`config.mk`:
```
export PLATFORM = sky130hd
export DESIGN_NAME = water_heater_thermostat_unit
export DESIGN_NICKNAME = d
export VERILOG_FILES = /design/src/rtl/wht_pkg.sv /design/src/rtl/wht_cfg_regs.sv /design/src/rtl/wht_core.sv /design/src/rtl/water_heater_thermostat_unit.sv
export SDC_FILE = /design/constraint.sdc
export NUM_CORES = 1
export LEC_CHECK = 0
export ABC_AREA = 1
export BUFFER_PORTS_ARGS = -buffer_cell sky130_fd_sc_hd__buf_2
export CAP_MARGIN = 20
export CORE_UTILIZATION = 45
export DETAILED_ROUTE_END_ITERATION = 10
export MAX_ROUTING_LAYER = met4
export PLACE_DENSITY = 0.65
export REMOVE_ABC_BUFFERS = 1
export SKIP_CTS_REPAIR_TIMING = 1
export SLEW_MARGIN = 0
export SYNTH_ARGS = -nofsm -noshare
export SYNTH_HDL_FRONTEND = slang
export SYNTH_SLANG_ARGS = --single-unit
```
`constraint.sdc`:
```
create_clock -name clk_i -period 11.8 [get_ports clk_i]
set_clock_uncertainty 0.15 [all_clocks]
set_input_delay 1.18 -clock clk_i [delete_from_list [all_inputs] [get_ports clk_i]]
set_output_delay 1.18 -clock clk_i [all_outputs]
set_load 0.005 [all_outputs]
```
`src/rtl/wht_pkg.sv`:
```
`timescale 1ns / 1ps
// ----------------------------------------------------------------------------
// Water heater thermostat package
// Request and result types, configuration register map and shared constants.
// ----------------------------------------------------------------------------
package wht_pkg;

  // Request kinds carried in req_type
  typedef enum logic [1:0] {
    ReqTick  = 2'd0,
    ReqPower = 2'd1,
    ReqUp    = 2'd2,
    ReqDown  = 2'd3
  } req_type_e;

  // Configuration register indexes
  localparam int unsigned CfgIdxW = 3;
  localparam int unsigned CfgDataW = 16;

  localparam logic [CfgIdxW-1:0] CfgTicksPerSample = 3'd0;
  localparam logic [CfgIdxW-1:0] CfgInitialSp      = 3'd1;
  localparam logic [CfgIdxW-1:0] CfgSpMin          = 3'd2;
  localparam logic [CfgIdxW-1:0] CfgSpMax          = 3'd3;
  localparam logic [CfgIdxW-1:0] CfgSpStep         = 3'd4;
  localparam logic [CfgIdxW-1:0] CfgBand           = 3'd5;
  localparam logic [CfgIdxW-1:0] CfgSettingTimeout = 3'd6;
  localparam logic [CfgIdxW-1:0] CfgBlinkPeriod    = 3'd7;

  // Register reset values
  localparam logic [15:0] RstTicksPerSample = 16'd1;
  localparam logic [7:0]  RstSetpoint       = 8'd60;
  localparam logic [7:0]  RstSpMin          = 8'd35;
  localparam logic [7:0]  RstSpMax          = 8'd75;
  localparam logic [4:0]  RstSpStep         = 5'd5;
  localparam logic [4:0]  RstBand           = 5'd5;
  localparam logic [7:0]  RstSettingTimeout = 8'd50;
  localparam logic [7:0]  RstBlinkPeriod    = 8'd10;

  // LED behavior codes
  localparam logic [1:0] LedOff    = 2'd0;
  localparam logic [1:0] LedSteady = 2'd1;
  localparam logic [1:0] LedBlink  = 2'd2;

  // Samples per average, and the reciprocal used for the divide by ten:
  // floor(x * 3277 / 2^15) == floor(x / 10) for every x below 16384.
  localparam logic [3:0]  SamplesPerAvg = 4'd10;
  localparam logic [11:0] DivTenMul     = 12'd3277;
  localparam int unsigned DivTenShift   = 15;

  typedef struct packed {
    logic [1:0] req_type;
    logic [7:0] sensor_sample;
  } wht_req_t;

  typedef struct packed {
    logic       heater_on;
    logic       cooler_on;
    logic       heater_led;
    logic       display_enable;
    logic [7:0] display_value;
    logic       setting_mode;
    logic       power_on;
    logic [7:0] setpoint_value;
    logic       save_strobe;
  } wht_res_t;

  typedef struct packed {
    logic [15:0] ticks_per_sample;
    logic [7:0]  setpoint_min;
    logic [7:0]  setpoint_max;
    logic [4:0]  setpoint_step;
    logic [4:0]  band;
    logic [7:0]  setting_timeout;
    logic [7:0]  blink_period;
  } wht_cfg_t;

  // Setpoint load issued by a write of the initial setpoint register
  typedef struct packed {
    logic       load;
    logic [6:0] value;
  } wht_sp_load_t;

endpackage

```
`src/rtl/wht_cfg_regs.sv`:
```
`timescale 1ns / 1ps
// ----------------------------------------------------------------------------
// Thermostat configuration registers
// Decodes the write port into the register file and the setpoint load.
// ----------------------------------------------------------------------------
module wht_cfg_regs (
  input  logic                          clk_i,
  input  logic                          rst_ni,
  input  logic                          cfg_we_i,
  input  logic [wht_pkg::CfgIdxW-1:0]   cfg_idx_i,
  input  logic [wht_pkg::CfgDataW-1:0]  cfg_wdata_i,
  output wht_pkg::wht_cfg_t             cfg_o,
  output wht_pkg::wht_sp_load_t         sp_load_o
);
  import wht_pkg::*;

  wht_cfg_t cfg_q;

  always_ff @(posedge clk_i or negedge rst_ni) begin
    if (!rst_ni) begin
      cfg_q.ticks_per_sample <= RstTicksPerSample;
      cfg_q.setpoint_min     <= RstSpMin;
      cfg_q.setpoint_max     <= RstSpMax;
      cfg_q.setpoint_step    <= RstSpStep;
      cfg_q.band             <= RstBand;
      cfg_q.setting_timeout  <= RstSettingTimeout;
      cfg_q.blink_period     <= RstBlinkPeriod;
    end else if (cfg_we_i) begin
      case (cfg_idx_i)
        CfgTicksPerSample: cfg_q.ticks_per_sample <= cfg_wdata_i;
        CfgSpMin:          cfg_q.setpoint_min     <= cfg_wdata_i[7:0];
        CfgSpMax:          cfg_q.setpoint_max     <= cfg_wdata_i[7:0];
        CfgSpStep:         cfg_q.setpoint_step    <= cfg_wdata_i[4:0];
        CfgBand:           cfg_q.band             <= cfg_wdata_i[4:0];
        CfgSettingTimeout: cfg_q.setting_timeout  <= cfg_wdata_i[7:0];
        CfgBlinkPeriod:    cfg_q.blink_period     <= cfg_wdata_i[7:0];
        default: ;
      endcase
    end
  end

  assign cfg_o           = cfg_q;
  // The initial setpoint is not kept; a write loads the live setpoint
  assign sp_load_o.load  = cfg_we_i && (cfg_idx_i == CfgInitialSp);
  assign sp_load_o.value = cfg_wdata_i[6:0];

endmodule

```
`src/rtl/wht_core.sv`:
```
`timescale 1ns / 1ps
// ----------------------------------------------------------------------------
// Thermostat core
// Holds the controller state and computes the next state and result for one
// request in a single pass.
// ----------------------------------------------------------------------------
module wht_core (
  input  logic                   clk_i,
  input  logic                   rst_ni,
  input  logic                   fire_i,
  input  wht_pkg::wht_req_t      req_i,
  input  wht_pkg::wht_cfg_t      cfg_i,
  input  wht_pkg::wht_sp_load_t  sp_load_i,
  output wht_pkg::wht_res_t      res_o
);
  import wht_pkg::*;

  logic        power_q, power_d;
  logic        adjust_q, adjust_d;
  logic [7:0]  sp_q, sp_d;
  logic [7:0]  last_q, last_d;
  logic [11:0] sum_q, sum_d;
  logic [7:0]  avg_q, avg_d;
  logic [15:0] tick_q, tick_d;
  logic [3:0]  cnt_q, cnt_d;
  logic [7:0]  idle_q, idle_d;
  logic [7:0]  dblink_q, dblink_d;
  logic [7:0]  lblink_q, lblink_d;
  logic        disp_lit_q, disp_lit_d;
  logic [1:0]  led_mode_q, led_mode_d;
  logic        led_lit_q, led_lit_d;
  logic        heat_q, heat_d;
  logic        cool_q, cool_d;
  logic        strobe;

  // Effective periods: zero acts as one
  logic [15:0] tps_eff;
  logic [7:0]  to_eff, blink_eff;

  // Sample path values
  logic [15:0] tick_inc;
  logic [11:0] sum_add;
  logic [3:0]  cnt_add;
  logic [23:0] avg_prod;
  logic [7:0]  idle_s, dblink_s, lblink_s;

  // Step path values
  logic [8:0]  up_sum;
  logic [8:0]  dn_diff;
  logic [7:0]  sp_up, sp_dn;

  // Hysteresis thresholds
  logic        lo_ok;
  logic [7:0]  lo_thr;
  logic [8:0]  hi_thr;

  always_comb begin
    tps_eff   = (cfg_i.ticks_per_sample == '0) ? 16'd1 : cfg_i.ticks_per_sample;
    to_eff    = (cfg_i.setting_timeout == '0) ? 8'd1 : cfg_i.setting_timeout;
    blink_eff = (cfg_i.blink_period == '0) ? 8'd1 : cfg_i.blink_period;

    tick_inc = tick_q + 16'd1;
    sum_add  = sum_q + {4'd0, req_i.sensor_sample};
    cnt_add  = cnt_q + 4'd1;
    avg_prod = {12'd0, sum_add} * {12'd0, DivTenMul};
    idle_s   = adjust_q ? idle_q + 8'd1 : idle_q;
    dblink_s = (power_q && adjust_q) ? dblink_q + 8'd1 : dblink_q;
    lblink_s = (led_mode_q == LedBlink) ? lblink_q + 8'd1 : lblink_q;

    up_sum  = {1'b0, sp_q} + {4'd0, cfg_i.setpoint_step};
    sp_up   = (up_sum > {1'b0, cfg_i.setpoint_max}) ? cfg_i.setpoint_max : up_sum[7:0];
    dn_diff = {1'b0, sp_q} - {4'd0, cfg_i.setpoint_step};
    sp_dn   = (dn_diff[8] || (dn_diff[7:0] < cfg_i.setpoint_min)) ?
              cfg_i.setpoint_min : dn_diff[7:0];

    power_d    = power_q;
    adjust_d   = adjust_q;
    sp_d       = sp_q;
    last_d     = last_q;
    sum_d      = sum_q;
    avg_d      = avg_q;
    tick_d     = tick_q;
    cnt_d      = cnt_q;
    idle_d     = idle_q;
    dblink_d   = dblink_q;
    lblink_d   = lblink_q;
    disp_lit_d = disp_lit_q;
    led_mode_d = led_mode_q;
    led_lit_d  = led_lit_q;
    heat_d     = heat_q;
    cool_d     = cool_q;
    strobe     = 1'b0;

    case (req_i.req_type)
      ReqTick: begin
        if (tick_inc >= tps_eff) begin
          tick_d   = '0;
          last_d   = req_i.sensor_sample;
          sum_d    = sum_add;
          cnt_d    = cnt_add;
          if (cnt_add >= SamplesPerAvg) begin
            avg_d = avg_prod[DivTenShift +: 8];
            sum_d = '0;
            cnt_d = '0;
          end
          idle_d   = idle_s;
          dblink_d = dblink_s;
          lblink_d = lblink_s;
          if (dblink_s >= blink_eff) begin
            disp_lit_d = ~disp_lit_q;
            dblink_d   = '0;
          end
          if (lblink_s >= blink_eff) begin
            led_lit_d = ~led_lit_q;
            lblink_d  = '0;
          end
          if (adjust_q && (idle_s >= to_eff)) begin
            adjust_d = 1'b0;
            idle_d   = '0;
          end
        end else begin
          tick_d = tick_inc;
        end
      end
      ReqPower: power_d = ~power_q;
      ReqUp, ReqDown: begin
        if (!adjust_q) begin
          adjust_d = 1'b1;
        end else begin
          idle_d = '0;
          strobe = 1'b1;
          sp_d   = (req_i.req_type == ReqUp) ? sp_up : sp_dn;
        end
      end
      default: ;
    endcase

    // Hysteresis evaluation on the updated state
    lo_ok  = sp_d >= {3'd0, cfg_i.band};
    lo_thr = sp_d - {3'd0, cfg_i.band};
    hi_thr = {1'b0, sp_d} + {4'd0, cfg_i.band};

    if (!power_d) begin
      heat_d     = 1'b0;
      cool_d     = 1'b0;
      led_lit_d  = 1'b0;
      led_mode_d = LedOff;
      disp_lit_d = 1'b0;
    end else begin
      if (lo_ok && (avg_d <= lo_thr)) begin
        heat_d     = 1'b1;
        cool_d     = 1'b0;
        led_mode_d = LedBlink;
      end else if ({1'b0, avg_d} >= hi_thr) begin
        heat_d     = 1'b0;
        cool_d     = 1'b1;
        led_lit_d  = 1'b1;
        led_mode_d = LedSteady;
      end
      if (!adjust_d) begin
        disp_lit_d = 1'b1;
      end
    end

    res_o.heater_on      = heat_d;
    res_o.cooler_on      = cool_d;
    res_o.heater_led     = led_lit_d;
    res_o.display_enable = disp_lit_d;
    res_o.display_value  = !power_d ? 8'd0 : (adjust_d ? sp_d : last_d);
    res_o.setting_mode   = adjust_d;
    res_o.power_on       = power_d;
    res_o.setpoint_value = sp_d;
    res_o.save_strobe    = strobe;
  end

  always_ff @(posedge clk_i or negedge rst_ni) begin
    if (!rst_ni) begin
      power_q    <= 1'b0;
      adjust_q   <= 1'b0;
      sp_q       <= RstSetpoint;
      last_q     <= '0;
      sum_q      <= '0;
      avg_q      <= '0;
      tick_q     <= '0;
      cnt_q      <= '0;
      idle_q     <= '0;
      dblink_q   <= '0;
      lblink_q   <= '0;
      disp_lit_q <= 1'b0;
      led_mode_q <= LedOff;
      led_lit_q  <= 1'b0;
      heat_q     <= 1'b0;
      cool_q     <= 1'b0;
    end else if (sp_load_i.load) begin
      sp_q <= {1'b0, sp_load_i.value};
    end else if (fire_i) begin
      power_q    <= power_d;
      adjust_q   <= adjust_d;
      sp_q       <= sp_d;
      last_q     <= last_d;
      sum_q      <= sum_d;
      avg_q      <= avg_d;
      tick_q     <= tick_d;
      cnt_q      <= cnt_d;
      idle_q     <= idle_d;
      dblink_q   <= dblink_d;
      lblink_q   <= lblink_d;
      disp_lit_q <= disp_lit_d;
      led_mode_q <= led_mode_d;
      led_lit_q  <= led_lit_d;
      heat_q     <= heat_d;
      cool_q     <= cool_d;
    end
  end

endmodule

```
`src/rtl/water_heater_thermostat_unit.sv`:
```
`timescale 1ns / 1ps
// ----------------------------------------------------------------------------
// Water heater thermostat unit
// Hysteresis thermostat for a heater and a cooler with sample averaging,
// setpoint adjustment, display and LED blinking.
// ----------------------------------------------------------------------------
//
//  Channel  | Direction | Handshake               | Payload
//  ---------+-----------+-------------------------+-------------------------
//  request  | in        | in_valid_i / in_stall_o | in_req_i  (wht_req_t)
//  result   | out       | out_valid_o / out_stall_i | out_res_o (wht_res_t)
//  config   | in        | cfg_we_i                | cfg_idx_i, cfg_wdata_i
//
//  An accepted request is loaded into the input register, and the edge on
//  which it fires writes the state update into the result register. One
//  request per cycle is sustained while the result is not stalled; the
//  single-pass state update of the core sets that rate.
//  Reset clears the valid flags and the core state, loads the setpoint with 60
//  and the registers with their defaults. A stalled result holds the request
//  in the input register; the input stalls only when both registers are full.
//
module water_heater_thermostat_unit (
  input  logic                          clk_i,
  input  logic                          rst_ni,
  input  logic                          in_valid_i,
  output logic                          in_stall_o,
  input  wht_pkg::wht_req_t             in_req_i,
  output logic                          out_valid_o,
  input  logic                          out_stall_i,
  output wht_pkg::wht_res_t             out_res_o,
  input  logic                          cfg_we_i,
  input  logic [wht_pkg::CfgIdxW-1:0]   cfg_idx_i,
  input  logic [wht_pkg::CfgDataW-1:0]  cfg_wdata_i
);
  import wht_pkg::*;

  logic         in_vld_q;
  wht_req_t     in_q;
  logic         out_vld_q;
  wht_res_t     out_q;
  logic         in_accept;
  logic         fire;
  wht_res_t     res_d;
  wht_cfg_t     cfg;
  wht_sp_load_t sp_load;

  // Process the held request whenever the result register is free or drains
  assign fire       = in_vld_q && (!out_vld_q || !out_stall_i);
  assign in_stall_o = in_vld_q && !fire;
  assign in_accept  = in_valid_i && !in_stall_o;

  wht_cfg_regs u_cfg (
    .clk_i       (clk_i),
    .rst_ni      (rst_ni),
    .cfg_we_i    (cfg_we_i),
    .cfg_idx_i   (cfg_idx_i),
    .cfg_wdata_i (cfg_wdata_i),
    .cfg_o       (cfg),
    .sp_load_o   (sp_load)
  );

  wht_core u_core (
    .clk_i     (clk_i),
    .rst_ni    (rst_ni),
    .fire_i    (fire),
    .req_i     (in_q),
    .cfg_i     (cfg),
    .sp_load_i (sp_load),
    .res_o     (res_d)
  );

  // Valid flags of the input and result registers
  always_ff @(posedge clk_i or negedge rst_ni) begin
    if (!rst_ni) begin
      in_vld_q  <= 1'b0;
      out_vld_q <= 1'b0;
    end else begin
      if (in_accept) begin
        in_vld_q <= 1'b1;
      end else if (fire) begin
        in_vld_q <= 1'b0;
      end
      if (fire) begin
        out_vld_q <= 1'b1;
      end else if (!out_stall_i) begin
        out_vld_q <= 1'b0;
      end
    end
  end

  // Payload registers: capture a new request, hold a stalled result
  always_ff @(posedge clk_i) begin
    if (in_accept) begin
      in_q <= in_req_i;
    end
    if (fire) begin
      out_q <= res_d;
    end
  end

  assign out_valid_o = out_vld_q;
  assign out_res_o   = out_q;

endmodule
```
; Word-level counts from Yosys, hierarchy flattened
; Cells that the tools add are included.
[word_totals]
regBits = 181
out_inout_bits = 25
inputBits = 34
word_cells = 167
[classes]
order_cmp = 10
reduce_logical = 34
add_sub_neg = 10
bitwise = 4
mul = 1
muxes = 57
eq_ne = 15
[op_table]
columns = op, count
row1 = 8-bit 2-to-1 mux, 23
row2 = 16-bit 2-to-1 mux, 2
row3 = 1-bit 2-to-1 mux, 25
row4 = 8-bit by 1-bit adder with 8-bit output (second input constant), 3
row5 = 8-bit >= comparator, 3
row6 = 12-bit by 12-bit multiplier with 23-bit output (second input constant), 1
row7 = 8-bit by 5-bit adder with 9-bit output, 2
row8 = 16-bit by 1-bit adder with 16-bit output (second input constant), 1
row9 = 16-bit >= comparator, 1
row10 = 16-bit zero test, 1
row11 = 8-bit zero test, 2
row12 = 8-bit one-hot mux with 2 select lines, 1
row13 = 2-bit AND reduction, 8
row14 = 12-bit by 8-bit adder with 12-bit output, 1
row15 = 3-bit == test (second input constant), 4
row16 = 12-bit 2-to-1 mux, 1
row17 = 8-bit by 9-bit >= comparator with 1-bit output, 1
row18 = 9-bit by 8-bit greater-than comparator with 1-bit output, 1
row19 = 8-bit by 5-bit subtractor with 9-bit output, 1
row20 = 8-bit by 5-bit >= comparator with 1-bit output, 1
row21 = 8-bit less-or-equal comparator, 1
row22 = 8-bit less-than comparator, 1
row23 = 8-bit by 5-bit subtractor with 8-bit output, 1
row24 = 1-bit logical AND, 7
row25 = 21 further kinds, 38

; Longest topological paths before layout
; Gate-level depths: netlist of the first run.
[depth]
depth_word = 12
depth_mapped = 44
depth_no_buf = 44

; Modules after synthesis
; Synthesis of the first run repeated with hierarchy kept, for this count alone.
[hier_totals]
cells_unflattened = 1762
area_unflattened_um2 = 14378.8
[by_module_without_submodules]
columns = module, area_per_inst_um2, seq_area_each_um2, cells_each, n_inst
row1 = wht_core, 10919.2, 2207.1, 1446, 1
row2 = wht_cfg_regs, 2373.5, 1472.7, 271, 1
row3 = water_heater_thermostat_unit, 1086.0, 1041.0, 45, 1

; Worst setup path before layout of the first run
; No wires, ideal clock.
[synth_timing]
kind = reg-to-reg
from = register in_q[0] (netlist bit)
to = register out_q (netlist bit out_res_o[20]) (data pin)
required_ns = 11.394
slack_ns = 4.316
n_path_buf = 0
synth_period_minus_slack_ns = 7.484
arrival_ns = 7.077
path_stages_with_launch = 39
cell_sequence = edfxtp_1 -> ha_1 -> fa_1 -> a21oi_1 -> o21bai_1 -> a21oi_1 -> o21bai_1 -> a21oi_1 -> o21ai_0 -> xor2_1 -> ha_1 -> fa_1 -> fa_1 -> inv_1 -> fa_1 -> fa_1 -> inv_1 -> ha_1 -> [... 3 more ...] -> nand3_1 -> a21oi_1 -> o21bai_1 -> nand3_1 -> nand3_1 -> nand2_1 -> o21ai_0 -> ha_1 -> a21oi_1 -> o221ai_1 -> nand3_1 -> nand2_1 -> nand2_1 -> nand3_1 -> inv_1 -> nor2_2 -> nand3_1 -> nand2_2
[synth_rtl]
columns = item, line
row1 = "start, declared", water_heater_thermostat_unit.sv:38  ; wht_req_t in_q;
row2 = "start signal, assigned", water_heater_thermostat_unit.sv:94  ; in_q <= in_req_i;
row3 = "end signal, assigned", water_heater_thermostat_unit.sv:97  ; out_q <= res_d;
row4 = "end, declared", water_heater_thermostat_unit.sv:40  ; wht_res_t out_q;

==> out/metrics.cfg, run 1 <==
[status]
status=complete, no violations

[final_layout]
synthToLayoutAreaGrowth_pct=9.50
regArea_sq_um=4720
final_core_util_pct=50.1
drive_gt1_share_pct=9.63
antennaDiodeCount=0
multiInputGateArea_sq_um=7870
nets=1991
design_area_sq_um=15300
nFillCells=2920

[synthesis]
yosys_register_bits=181
synth_xor_area_share_pct=4.63
synthAdderAreaFrac_pct=22.3
ys_async_sr_fraction_pct=81.8
avgSynthCellArea_sq_um=8.33
synth.distinct_cells=53
synth.area.mux_share_pct=0
synth-simple-area-share_pct=17.1
yosys_warnings=0
synth.top_cell.area_share_pct=22.7
synth_top_family_by_area=adder cells
synth_area_sq_um=14000
synthFlopType=dfrtp_1
synth_enable_flop_cells=33
yosysTopAreaCell=dfrtp_1
synth_cells=1680
ys_seq_area_share_pct=33.7
synth_compound_area_share_pct=12.2
synth.area.top_cells=dfrtp_1, ha_1, inv_1

[global_route]
grt_pass1_vias=10928
grt_start_max_net_pins=83
grt_pass1_wl_um=55300
antenna_found_initial=0
grt.overflow.total=0
track_usage_pct=23.0

[floorplanning]
coreArea_sq_um=30600
start_util_pct=45.8
die_area_sq_um=31800
ioPinCount=59
die_y_um=178
rows=64
fp.dieW_um=178

[cts]
cts_num_sinks=181
path_clk_slew_ps=70
h-tree-depth=4
cts_tree=done
cts_made_buffers=17
clock_latency_ps=460
clockBufferDepth=2
cts-root-buf=clkbuf_16

[detailed_routing]
first_pass_iters=5
drc_errors=0
routedWlPerCell_um=15.6
wl_um=33400
via_per_inst=5.18
drt_iter0_drc=800
antenna_left=0
num_vias=11091

[timing]
finalHoldViolCount=0
setup_violations=0
worstMarginPinSlew_ps=1030
max_freq_mhz=121
slew_viol_final=0
tns_ps=0
slew_headroom_pct=31.2
rsz0062_at_grt=no
min_period_ps=8230
timing.final.crit_share_pct=69.8

[critical_path]
cp-start-kind=flop
r2r_slack_ps=3570
worst_r2r_endpoint=out_res_o[20]
path_max_fanout=6
crit_top_cell=nand3_1
startpoint=in_q[0]
cp.required_ps=11860
worstSetupPathType=flop to flop
crit_end=out_res_o[20]
slowest_stage=fa_1
r2r_start=in_q[0]
ff2ff_path_depth=38
arrival_ps=8290
cpPeakStageDelay_ps=540
critPathCaptureType=flop

[placed_design]
port_buffers=58
place_area_sq_um=14700
dp_hpwl_um=26200
routabilityCongestion=0.936

[flow_run]
maxCapViolCount=0

[min_path]
holdPathStages=2
min_path_type=flop to flop

==> area by class of cell <==
type                       count  share of cell area (%)
clock buffer                  23                    3.40
clock inverter                 9                   0.727
inverter                     329                    8.08
multi-input combinational   1135                    51.3
sequential                   181                    30.8
tap                          396                    3.23
timing repair buffer          68                    2.42
==> flip-flops by register name, summed over array words and instances (netlist names), 2 cells and up <==
register and flops:
u_core.last_q 8, u_core.sp_q 8, u_core.sum_q 12, u_core.led_mode_q 2
u_core.avg_q 8, out_res_o 23, u_core.dblink_q 8, in_q 10
u_core.lblink_q 8, u_core.idle_q 8, u_core.tick_q 16, u_cfg.cfg_o 58
u_core.cnt_q 4
==> stage by stage <==
stage               setup slack (ps)  hold slack, ps  instances
finish                          3570             338       2141
CTS                             3520             335       2141
global placement                3760             315       2109
floorplan                       4310             284       1645
detailed placement              3510             316       2109
global route                    2850             351       2141
==> per-layer routing <==
metal | vias up | share of wire (%) | GRT usage (%)
met3 | 47 | 4.5 | 2.69
met5 | - | 0 | -
li1 | 5590 | - | -
met1 | 5214 | 46 | 29.5
met2 | 240 | 47 | 37.6
met4 | 0 | 2.3 | 7.34
==> cells in the final DEF (no fill, tap or decap), types with 41 or more instances in the layout <==
cell	instances
a21oi_1	78
inv_1	319
fa_1	41
nor2_1	57
nand2_1	309
xor2_1	59
nand3_1	97
o21ai_0	135
ha_1	184
buf_2	57
dfrtp_1	127
==> Yosys cell counts, drive strengths merged, types with 3 or more instances <==
cell / count
a21boi: 3
a21oi: 81
buf: 11
clkbuf: 24
dfrtp: 127
dfstp: 21
edfxtp: 33
fa: 41
ha: 184
inv: 327
nand2: 324
nand3: 101
nand4: 18
nor2: 68
nor3: 16
nor4: 8
o211ai: 27
o21a: 3
o21ai: 140
o21bai: 5
o221ai: 10
o22ai: 3
o31ai: 14
xnor2: 15
xor2: 59
==> worst min-delay path by stage <==
stage                        from             to  slack (ps)
floorplan                in_vld_q    out_valid_o         280
global placement    u_core.heat_q  u_core.heat_q         310
detailed placement  u_core.heat_q  u_core.heat_q         320
CTS                 u_core.heat_q  u_core.heat_q         330
global route        u_core.heat_q  u_core.heat_q         350
finish              u_core.heat_q  u_core.heat_q         340
==> worst max-delay path: cells and delay by family, from the launching register on <==
kind / cells / cell delay [ps]
adders and majority gates: 9 / 3770
xor gates and xnor gates: 1 / 460
and+or+nand+nor: 13 / 1200
AOI/OAI and AO/OA: 12 / 1880
DFF: 1 / 400
buffers and inverters: 3 / 160
==> logic make-up after synthesis <==
group | count (synthesis)
AOI/OAI and AO/OA | 296
xor gates and xnor gates | 74
adders and majority gates | 225
buffers and inverters | 364
DFF | 181
and+or+nand+nor | 540
Power of run 1 is not shown: default switching activity piles up to over one toggle a cycle in this logic, so the estimate is an artifact.
==> inputs of run 2 (changes only) <==
- clock period: 11.8 -> 8.2 ns (I/O delays scaled with it)
==> run 2 against run 1 <==
Count of clock-buffer cells in the layout shrank 5; register-to-register slack got worse by 3100 ps; wire length rose by 2.0%; maximum frequency is 6.7% higher; hold slack worse by 22 ps; cell area is 0.81% higher; die area did not move; via count is 0.49% higher.
==> out/metrics.cfg, run 2 (synthesis gave the netlist of run 1 again) <==
[final_layout]
synthToLayoutAreaGrowth_pct=10.4  ; was 9.50%
nets=2001  ; was 1991
final_common_cell=inv_1  ; unchanged
drive_gt1_share_pct=11.2  ; was 9.63%
nFillCells=2924  ; was 2920
antennaDiodeCount=0  ; unchanged
mostFrequentLayoutCells=inv_1, nand2_1, ha_1, o21ai_0, dfrtp_1  ; unchanged
final_core_util_pct=50.5  ; was 50.1%
largest_register_ffs=58  ; unchanged

[global_route]
antenna_found_initial=0  ; unchanged
grt_start_max_net_pins=102  ; was 83
track_usage_pct=23.3  ; was 23.0%
grt.overflow.total=0  ; unchanged
grt_pass1_wl_um=55800  ; was 55300 um
grt_pass1_vias=11054  ; was 10.9k

[timing]
tns_ps=0  ; unchanged
timing.final.crit_share_pct=94.1  ; was 69.8%
setup_violations=0  ; unchanged
min_period_ps=7720  ; was 8230 ps
fin_ws_ps=483  ; was 3570 ps
finalHoldViolCount=0  ; unchanged
slew_viol_final=0  ; unchanged
slew_headroom_pct=24.0  ; was 31.2%
worstMarginPinSlew_ps=1130  ; was 1030 ps
max_freq_mhz=130  ; was 121 MHz

[critical_path]
crit_top_cell=nand3_1  ; unchanged
cpPeakStageDelay_ps=540  ; about the same
ff2ff_path_depth=35  ; was 38
critPathCaptureType=flop  ; unchanged
worstSetupPathType=flop to flop  ; unchanged
arrival_ps=7770  ; was 8290 ps
cp-start-kind=flop  ; unchanged
path_max_fanout=4  ; was 6
r2r_start=in_q[0]  ; unchanged
cp.required_ps=8250  ; was 11860 ps
slowest_stage=fa_1  ; unchanged
startpoint=in_q[0]  ; unchanged
r2r_slack_ps=480  ; was 3570 ps
crit_end=out_res_o[20]  ; unchanged
worst_r2r_endpoint=out_res_o[20]  ; unchanged

[placed_design]
routabilityCongestion=0.924  ; was 0.936
dp_hpwl_um=26700  ; was 26200 um
place_ws_ps=183  ; was 3510 ps
port_buffers=58  ; unchanged

[floorplanning]
coreArea_sq_um=30600  ; unchanged
die_area_sq_um=31800  ; unchanged
start_util_pct=45.8  ; unchanged
ioPinCount=59  ; unchanged
die_y_um=178  ; unchanged
fp.dieW_um=178  ; unchanged
rows=64  ; unchanged

[detailed_routing]
drc_errors=0  ; unchanged
antenna_left=0  ; unchanged
routedWlPerCell_um=15.8  ; was 15.6 um
wl_um=34100  ; was 33400 um
via_per_inst=5.18  ; about the same
drt_iter0_drc=625  ; was 800
num_vias=11145  ; about the same
first_pass_iters=5  ; unchanged

[cts]
clock_latency_ps=440  ; was 460 ps
cts-root-buf=clkbuf_16  ; unchanged
clockBufferDepth=2  ; unchanged
cts_num_sinks=181  ; unchanged
cts_made_buffers=17  ; unchanged
h-tree-depth=4  ; unchanged
path_clk_slew_ps=70  ; about the same
cts_tree=done  ; unchanged

[flow_run]
maxCapViolCount=0  ; unchanged

[status]
status=complete, no violations  ; unchanged

[min_path]
min_path_type=input port to async pin  ; was flop to flop

run 2: final cells by class:
| cell class | instances | area (sq um) | share of cell area [%] |
|---|---|---|---|
| Multi-Input combinational cell | 1135 | 7960 | 51.5 |
| Sequential cell | 181 | 4720 | 30.6 |
| Inverter | 329 | 1240 | 8.02 |
| Tap cell | 396 | 495 | 3.21 |
| Timing Repair Buffer | 78 | 447 | 2.89 |
| Clock buffer | 18 | 429 | 2.78 |
| Clock inverter | 14 | 165 | 1.07 |
run 2: critical path, delay by kind of cell, from the launching register on:
kind,cells,cell delay [ps]
and+or+nand+nor,10,1200
AOI/OAI and AO/OA,12,1750
xor gates and xnor gates,1,230
buffers and inverters,3,260
DFF,1,390
adders and majority gates,9,3470
run 2: worst min-delay path by stage:
stage / end / slack, ps / cells past startpoint
final: u_core.tick_q[10] / 320 / 1
after global routing: u_cfg.cfg_o[28] / 350 / 2
after CTS: u_core.heat_q / 340 / 2
after detailed placement: u_core.heat_q / 320 / 2
after global placement: u_core.heat_q / 320 / 2
after floorplan: out_valid_o / 280 / 2
run 2: per-layer routing:
layer / vias up / routed length, um / track usage, %
met5: - / 0 / -
met4: 0 / 886 / 7.31
met3: 59 / 1360 / 3.58
met2: 226 / 16100 / 38.5
met1: 5249 / 15700 / 29.4
li1: 5611 / - / -
run 2: through the flow:
step           cell area (sq um)  cells  hold slack [ps]
2_1_floorplan              13800   1645              284
3_3_place_gp               14700   2113              316
3_5_place_dp               14700   2113              320
4_1_cts                    15300   2145              339
5_1_grt                    15500   2151              354
6_report                   15500   2151              316
Power of run 2 is left out for the same reason.
